### src/rtl/poly1305_mac_unit_macros.svh
// ---------------------------------------------------------------------------
// Assertion macros for the Poly1305 MAC unit
// ---------------------------------------------------------------------------
`ifndef POLY1305_MAC_UNIT_MACROS_SVH
`define POLY1305_MAC_UNIT_MACROS_SVH
`ifndef SYNTHESIS
`define P13_ASSERT_IMPL(label, clk, rst_n, prop) \
    label: assert property (@(posedge clk) disable iff (!rst_n) prop) \
        else $error("assertion failed");
`define P13_ASSERT_NEXT(label, clk, rst_n, pre, post) \
    label: assert property (@(posedge clk) disable iff (!rst_n) pre |=> post) \
        else $error("assertion failed");
`else
`define P13_ASSERT_IMPL(label, clk, rst_n, prop)
`define P13_ASSERT_NEXT(label, clk, rst_n, pre, post)
`endif
`endif

### src/rtl/p1305_pkg.sv
// ---------------------------------------------------------------------------
// p1305_pkg
// Types and constants for the Poly1305 MAC unit.
// ---------------------------------------------------------------------------
package p1305_pkg;
    localparam int unsigned CFG_IDX_W = 2;
    localparam logic [CFG_IDX_W-1:0] REG_R_LOW  = 2'd0;
    localparam logic [CFG_IDX_W-1:0] REG_R_HIGH = 2'd1;
    localparam logic [CFG_IDX_W-1:0] REG_S_LOW  = 2'd2;
    localparam logic [CFG_IDX_W-1:0] REG_S_HIGH = 2'd3;
    localparam logic [127:0] R_CLAMP = 128'h0ffffffc0ffffffc0ffffffc0fffffff;

    typedef enum logic [2:0] {
        ST_IDLE,
        ST_MUL,
        ST_RED,
        ST_FIN,
        ST_OUT
    } state_t;
endpackage

### src/rtl/poly1305_mac_unit.sv
// ---------------------------------------------------------------------------
// poly1305_mac_unit
// Poly1305 one-time authenticator, one 16-byte block per transaction.
//
//  channel | dir | tdata bits                              | tuser | tlast
//  s_      | in  | block_low, block_high, byte_count (136) | -     | last
//  m_      | out | tag_low, tag_high (128)                 | -     | -
//
// A block runs through the states MUL, RED and FIN before the next accept: steps of one
// shared 27x29 limb multiply (h limb by r limb, wrapped terms times 5), the
// folds of the bits above 130, one final compare, then a return to idle.
// A last block adds the s add in the compare cycle; the tag then sits in m_
// until taken, and s_tready stays low meanwhile.
// Reset is synchronous.
// ---------------------------------------------------------------------------
`include "poly1305_mac_unit_macros.svh"
module poly1305_mac_unit
    import p1305_pkg::*;
(
    input  logic           aclk,
    input  logic           aresetn,
    input  logic           cfg_we,
    input  logic [1:0]     cfg_index,
    input  logic [63:0]    cfg_data,
    input  logic           s_tvalid,
    output logic           s_tready,
    // block_low[63:0], block_high[127:64], byte_count[132:128], zero pad
    input  logic [135:0]   s_tdata,
    input  logic           s_tlast,
    output logic           m_tvalid,
    input  logic           m_tready,
    // tag_low[63:0], tag_high[127:64]
    output logic [127:0]   m_tdata
);
    localparam logic [129:0] P = {2'b11, {126{1'b1}}, 2'b11} - 130'd4; // 2^130-5

    logic [127:0] r_key_reg, s_key_reg;
    logic [129:0] acc_reg, acc_next;
    logic [130:0] h_reg, h_next;       // accumulator + block
    logic [166:0] prod_reg, prod_next; // limb product sum, below 2^165
    logic [2:0]   limb_reg, limb_next; // h limb
    logic [2:0]   col_reg, col_next;   // product column
    logic         last_reg, last_next;
    logic [127:0] tag_reg, tag_next;
    state_t       state_reg, state_next;

    logic [127:0] r_cl;
    logic [26:0]  h_limb;
    logic [2:0]   r_idx;
    logic [25:0]  r_sel;
    logic [28:0]  r_mul;
    logic [55:0]  mul_term;
    logic [166:0] term_sh;
    logic [130:0] padded;
    logic [4:0]   n_sat;
    logic [127:0] msk;
    logic [130:0] red1, red2;
    logic [131:0] diff;
    logic [129:0] acc_fin;

    assign r_cl = r_key_reg & R_CLAMP;

    // byte count handling and pad bit
    always_comb begin
        n_sat = (s_tdata[132:128] > 5'd16) ? 5'd16 : s_tdata[132:128];
        msk   = (n_sat[4]) ? {128{1'b1}} : ((128'd1 << {n_sat[3:0], 3'b000}) - 128'd1);
        padded = {3'b000, s_tdata[127:0] & msk};
        padded = padded | (131'd1 << {n_sat, 3'b000});
    end

    // Column col gets h[limb] * r[col-limb]; wrapped terms land on 2^130
    // and fold back in times 5.
    always_comb begin
        case (limb_reg)
            3'd0: h_limb = {1'b0, h_reg[25:0]};
            3'd1: h_limb = {1'b0, h_reg[51:26]};
            3'd2: h_limb = {1'b0, h_reg[77:52]};
            3'd3: h_limb = {1'b0, h_reg[103:78]};
            default: h_limb = h_reg[130:104];
        endcase
        r_idx = (limb_reg <= col_reg) ? (col_reg - limb_reg) : (col_reg + 3'd5 - limb_reg);
        case (r_idx)
            3'd0: r_sel = r_cl[25:0];
            3'd1: r_sel = r_cl[51:26];
            3'd2: r_sel = r_cl[77:52];
            3'd3: r_sel = r_cl[103:78];
            default: r_sel = {2'b00, r_cl[127:104]};
        endcase
        r_mul = (limb_reg <= col_reg) ? {3'd0, r_sel}
                                      : ({3'd0, r_sel} << 2) + {3'd0, r_sel};
        mul_term = {29'd0, h_limb} * {27'd0, r_mul};
        case (col_reg)
            3'd0: term_sh = {111'd0, mul_term};
            3'd1: term_sh = {85'd0, mul_term, 26'd0};
            3'd2: term_sh = {59'd0, mul_term, 52'd0};
            3'd3: term_sh = {33'd0, mul_term, 78'd0};
            default: term_sh = {7'd0, mul_term, 104'd0};
        endcase
    end

    always_comb begin
        red1 = {1'b0, prod_reg[129:0]} + {92'd0, prod_reg[166:130], 2'b00}
               + {94'd0, prod_reg[166:130]};
        red2 = {1'b0, red1[129:0]} + {128'd0, red1[130], 1'b0, red1[130]};
        diff = {1'b0, prod_reg[130:0]} - {2'b00, P};
        acc_fin = diff[131] ? prod_reg[129:0] : diff[129:0];
    end

    always_comb begin
        state_next = state_reg;
        acc_next   = acc_reg;
        h_next     = h_reg;
        prod_next  = prod_reg;
        limb_next  = limb_reg;
        col_next   = col_reg;
        last_next  = last_reg;
        tag_next   = tag_reg;
        s_tready   = (state_reg == ST_IDLE);
        m_tvalid   = (state_reg == ST_OUT);
        case (state_reg)
            ST_IDLE: if (s_tvalid) begin
                h_next     = padded + {1'b0, acc_reg};
                prod_next  = '0;
                limb_next  = '0;
                col_next   = '0;
                last_next  = s_tlast;
                state_next = ST_MUL;
            end
            ST_MUL: begin
                prod_next = prod_reg + term_sh;
                if (limb_reg == 3'd4) begin
                    limb_next = '0;
                    if (col_reg == 3'd4) state_next = ST_RED;
                    else col_next = col_reg + 3'd1;
                end else begin
                    limb_next = limb_reg + 3'd1;
                end
            end
            ST_RED: begin
                // two folds leave a value below 2^130+5
                prod_next  = {36'd0, red2};
                state_next = ST_FIN;
            end
            ST_FIN: begin
                acc_next = acc_fin;
                if (last_reg) begin
                    tag_next   = acc_fin[127:0] + s_key_reg;
                    acc_next   = '0;
                    state_next = ST_OUT;
                end else begin
                    state_next = ST_IDLE;
                end
            end
            ST_OUT: if (m_tready) state_next = ST_IDLE;
            default: state_next = ST_IDLE;
        endcase
    end

    assign m_tdata = tag_reg;

    always_ff @(posedge aclk) begin
        if (!aresetn) begin
            state_reg <= ST_IDLE;
            acc_reg   <= '0;
            r_key_reg <= '0;
            s_key_reg <= '0;
            limb_reg  <= '0;
            col_reg   <= '0;
            last_reg  <= 1'b0;
        end else begin
            state_reg <= state_next;
            acc_reg   <= acc_next;
            limb_reg  <= limb_next;
            col_reg   <= col_next;
            last_reg  <= last_next;
            if (cfg_we) begin
                case (cfg_index)
                    REG_R_LOW:  r_key_reg[63:0]   <= cfg_data;
                    REG_R_HIGH: r_key_reg[127:64] <= cfg_data;
                    REG_S_LOW:  s_key_reg[63:0]   <= cfg_data;
                    REG_S_HIGH: s_key_reg[127:64] <= cfg_data;
                    default: ;
                endcase
            end
        end
    end

    always_ff @(posedge aclk) begin
        h_reg    <= h_next;
        prod_reg <= prod_next;
        tag_reg  <= tag_next;
    end

    `P13_ASSERT_IMPL(a_ready_out_excl, aclk, aresetn, !(s_tready && m_tvalid))
    `P13_ASSERT_NEXT(a_acc_canon, aclk, aresetn, (state_reg == ST_FIN), (acc_reg < P))
    `P13_ASSERT_NEXT(a_mul_len, aclk, aresetn,
        (state_reg == ST_MUL && limb_reg == 3'd4 && col_reg == 3'd4), (state_reg == ST_RED))
endmodule
### config.mk
export PLATFORM = sky130hd
export DESIGN_NAME = poly1305_mac_unit
export DESIGN_NICKNAME = d
export VERILOG_FILES = /design/src/rtl/p1305_pkg.sv /design/src/rtl/poly1305_mac_unit.sv
export VERILOG_INCLUDE_DIRS = /design/src /design/src/rtl
export SDC_FILE = /design/constraint.sdc
export NUM_CORES = 2
export LEC_CHECK = 0
export BUFFER_PORTS_ARGS = -buffer_cell sky130_fd_sc_hd__buf_2
export CAP_MARGIN = 5
export CORE_UTILIZATION = 55
export CTS_CLUSTER_DIAMETER = 200
export DETAILED_ROUTE_END_ITERATION = 6
export GPL_TIMING_DRIVEN = 0
export PLACE_DENSITY_LB_ADDON = 0.3
export SYNTH_ARGS = -nofsm -noshare
export SYNTH_HDL_FRONTEND = slang
export SYNTH_SLANG_ARGS = --single-unit
### constraint.sdc
create_clock -name aclk -period 40.3 [get_ports aclk]
set_input_delay 6.045 -clock aclk [delete_from_list [all_inputs] [get_ports aclk]]
set_output_delay 6.045 -clock aclk [all_outputs]
set_load 0.02 [all_outputs]
==> impl_metrics.toml <==
[outcome]
status = "finished with violations"
violations = "design-rule violations, max-capacitance violations, max-slew violations"

[floorplan]
initial_core_util = 0.555
fp.dieArea_um2 = 175000
core_footprint_um2 = 172000
row_count = 152
die_x_um = 419
die_height_um = 419
top_level_port_count = 338

[detailed_routing]
routed_wire_length_per_instance_um = 30.8
drc_errors = 246
detailed_router_iteration_count_before_antenna_repair = 7
postRouteAntennaNets = 0
finalWirelength_mm = 453
vias_per_cell = 6.67
vias = 98120
initialDrtViolationCount = 14451

[global_route]
groute.layer.met1.usage = 0.609
grt_first_pass_wirelength_mm = 632
grt_max_degree = 100
gr-usage-met2 = 0.695
grt_antenna_before_repair = 87
first_global_vias = 91740
grt_busiest_layer = "met2"
overflow = 0
met3_usage = 0.210
gr-usage-all-layers = 0.503

[setup_path]
timing.critical_path.required_ns = 40.82
critPathMostFrequentCell = "sky130_fd_sc_hd__a21o_1"
timing.critical_path.to = "prod_reg[163]"
r2r-end = "prod_reg[163]"
startpoint = "limb_reg[0]"
number_of_cell_instances_on_the_worst_register_to_register_path = 67
rr_startpoint = "limb_reg[0]"
slowest_stage = "sky130_fd_sc_hd__xnor2_1"
crit_fanout = 10
r2r_slack_ns = 15.70
critical_path.max_stage_delay_ns = 1.31
startpoint_type = "register"
endpoint_kind = "register"
timing.setup.critical_path_class = "reg -> reg"
worst_ep_arrival_time_ns = 25.12

[timing]
transition_time_at_the_pin_with_the_least_slew_margin_ns = 1.69
period_needed_ns = 24.60
rsz0062_at_grt = "false"
hold_viol = 0
fin_setup_tns_ns = 0
finalWorstSetupSlack_ns = 15.70
final.setup_skew_ns = 0.0724
timing.slew.headroom = -0.134
finalSetupViolations = 0
timing.final.crit_share = 0.610
fmax_mhz = 40.6
report.final.slew_viol_count = 64

[synthesis]
syn_inst = 11772
async_reset_ff_frac = 0
synthFlopType = "sky130_fd_sc_hd__edfxtp_1"
synth-edff-count = 426
synth_seq_area_share = 0.212
netlist_area_um2 = 95500
yosysWarnings = 0
synth_seq_cells = 800
synthesis.area_per_instance_um2 = 8.11
synthesis.nets = 13394
synth.lib_cells_used.distinct = 102

[pwr]
power.share.switching = 0.561
share_of_power_burned_in_combinational_logic = 0.659
sequentialPowerShare = 0.183
power_switching_uw = 3300
internal-power_uw = 2580
pwr-share-clk = 0.157
vdd_ir_drop_max_v = 0.0000907
powerDensity_nw_per_um2 = 56.3
leakagePower_uw = 0.0444

[cells_and_area]
nNetsFinal = 13867
finish.utilization = 0.606
instances_no_fill = 14709
area_growth_pct = 9.20
largest_register_ffs = 167
share_of_post_route_cells_with_drive_strength_above_1 = 0.0570

[cts]
clock_path_buffers = 3
cts.repair.resized = 0
clk-insertion-delay-late_ns = 0.81
cts-hold-fix-buffers = 0
cts_buffers = 95
number_of_post_cts_setup_repair_buffers = 0
clk_pin_slew_ns = 0.06
tritoncts = "yes"
clock_sink_count = 800
htreeDepth = 3
clock_tree.root_cell = "sky130_fd_sc_hd__clkbuf_16"

[placed_design]
dpl.cell_count = 14450
numPortBuffers = 332
dp_slack_ns = 17.01
routabilityCongestion = 1.21
hpwlAfterDp_mm = 375

[hold_path]
hold_path_class = "reg -> reg"

[run]
max-cap-violations = 20
==> layer usage <==
metal / share of wire / up-vias
met5: 0.0014 / -
met4: 0.098 / 50
met1: 0.36 / 47067
met2: 0.39 / 7379
met3: 0.15 / 1897
li1: - / 41727
==> worst max-delay path: cells and delay by family (launching register included) <==
| kind | cells | cell delay (ns) |
|---|---|---|
| adder cells (fa/ha/maj) | 11 | 5.25 |
| XOR/XNOR | 4 | 2.94 |
| AO/OA/AOI/OAI | 32 | 9.27 |
| AND/OR/NAND/NOR | 9 | 3.19 |
| buffers and inverters | 11 | 3.27 |
| flip-flops | 1 | 0.42 |
==> layout by cell type, fill, tap and decap left out, drive strengths merged, types with 69 or more instances in the layout <==
master  synthesis  final
a21boi        266    266
a21o          294    294
a21oi         723    723
a22oi         196    196
a31oi          75     75
and2          145    145
and3           97     97
buf            41    416
clkbuf        594    711
dfxtp         374    374
diode           0     75
edfxtp        426    426
fa            715    715
ha            699    699
inv          1032   1047
nand2        1699   1699
nand2b        129    129
nand3         258    258
nand4         264    264
nor2          860    860
nor2b         229    229
nor3          191    191
nor4           69     69
o21a           72     72
o21ai         440    440
o21bai        134    134
o22ai         192    192
xnor2         532    532
xor2          312    312
==> cell usage after synthesis (all sizes together), types with 37 or more instances <==
cell / count / share of area
nand2: 1699 / 0.067
xnor2: 532 / 0.049
a21boi: 266 / 0.021
a31oi: 75 / 0.0049
nor3: 191 / 0.010
xor2: 312 / 0.029
nand3: 258 / 0.014
dfxtp: 374 / 0.078
a21o: 294 / 0.023
fa: 715 / 0.15
ha: 699 / 0.092
o22ai: 192 / 0.013
buf: 41 / 0.0021
and2: 145 / 0.0095
and3: 97 / 0.0064
inv: 1032 / 0.041
edfxtp: 426 / 0.13
nor4: 69 / 0.0049
clkbuf: 594 / 0.023
or2: 40 / 0.0026
o211ai: 49 / 0.0039
nand4: 264 / 0.017
o21a: 72 / 0.0057
nor2: 860 / 0.034
a21oi: 723 / 0.038
nand2b: 129 / 0.0084
o31ai: 37 / 0.0029
a22oi: 196 / 0.015
a211oi: 61 / 0.0048
or3: 63 / 0.0042
o21bai: 134 / 0.011
o21ai: 440 / 0.023
nor2b: 229 / 0.015
==> logic make-up (layout without fill, tap and decap cells) <==
kind of cell / count (synthesis) / count (layout) / share of synthesized area
mux: 53 / 53 / 0.00593
xor+xnor: 844 / 844 / 0.0774
buf+inv: 1667 / 2219 / 0.0660
compound gates: 2804 / 2804 / 0.192
flops: 800 / 800 / 0.212
other cells: 0 / 75 / 0
simple gates: 4190 / 4190 / 0.205
fa+ha+maj: 1414 / 1414 / 0.241
==> power by group through the flow <==
stage / clock (uW) / combinational, uW / sequential [uW]
2_1_floorplan: 0 / 2260 / 1000
3_3_place_gp: 0 / 3500 / 1090
3_5_place_dp: 0 / 3570 / 1080
4_1_cts: 919 / 3600 / 1070
5_1_grt: 948 / 4040 / 1070
6_report: 925 / 3870 / 1080
==> worst min path at each step <==
stage / start / endpoint / cells past startpoint
6_report: acc_reg[120] / acc_reg[120] / 2
5_1_grt: acc_reg[42] / acc_reg[42] / 2
4_1_cts: acc_reg[120] / acc_reg[120] / 2
3_5_place_dp: acc_reg[46] / acc_reg[46] / 2
3_3_place_gp: acc_reg[66] / acc_reg[66] / 2
2_1_floorplan: acc_reg[100] / acc_reg[100] / 2
==> per-stage QoR <==
step           total power [uW]  instance area (um^2)  hold slack (ns)
2_1_floorplan              3270                 95500            0.427
3_3_place_gp               4590                100000            0.435
3_5_place_dp               4650                101000            0.442
4_1_cts                    5580                104000            0.450
5_1_grt                    6050                104000            0.471
6_report                   5870                104000            0.450
==> cell type report <==
type | instances | area [um^2]
flip-flops and latches | 800 | 20300
fillers | 15389 | 67800
clock buffers | 116 | 2530
plain buffers | 635 | 2430
clock inverters | 60 | 731
inverters | 1032 | 3880
diodes | 75 | 188
repair buffers | 376 | 2180
well taps | 2310 | 2890
multi-input cells | 9305 | 69200
No activity file was read; power rests on OpenSTA's default activity.
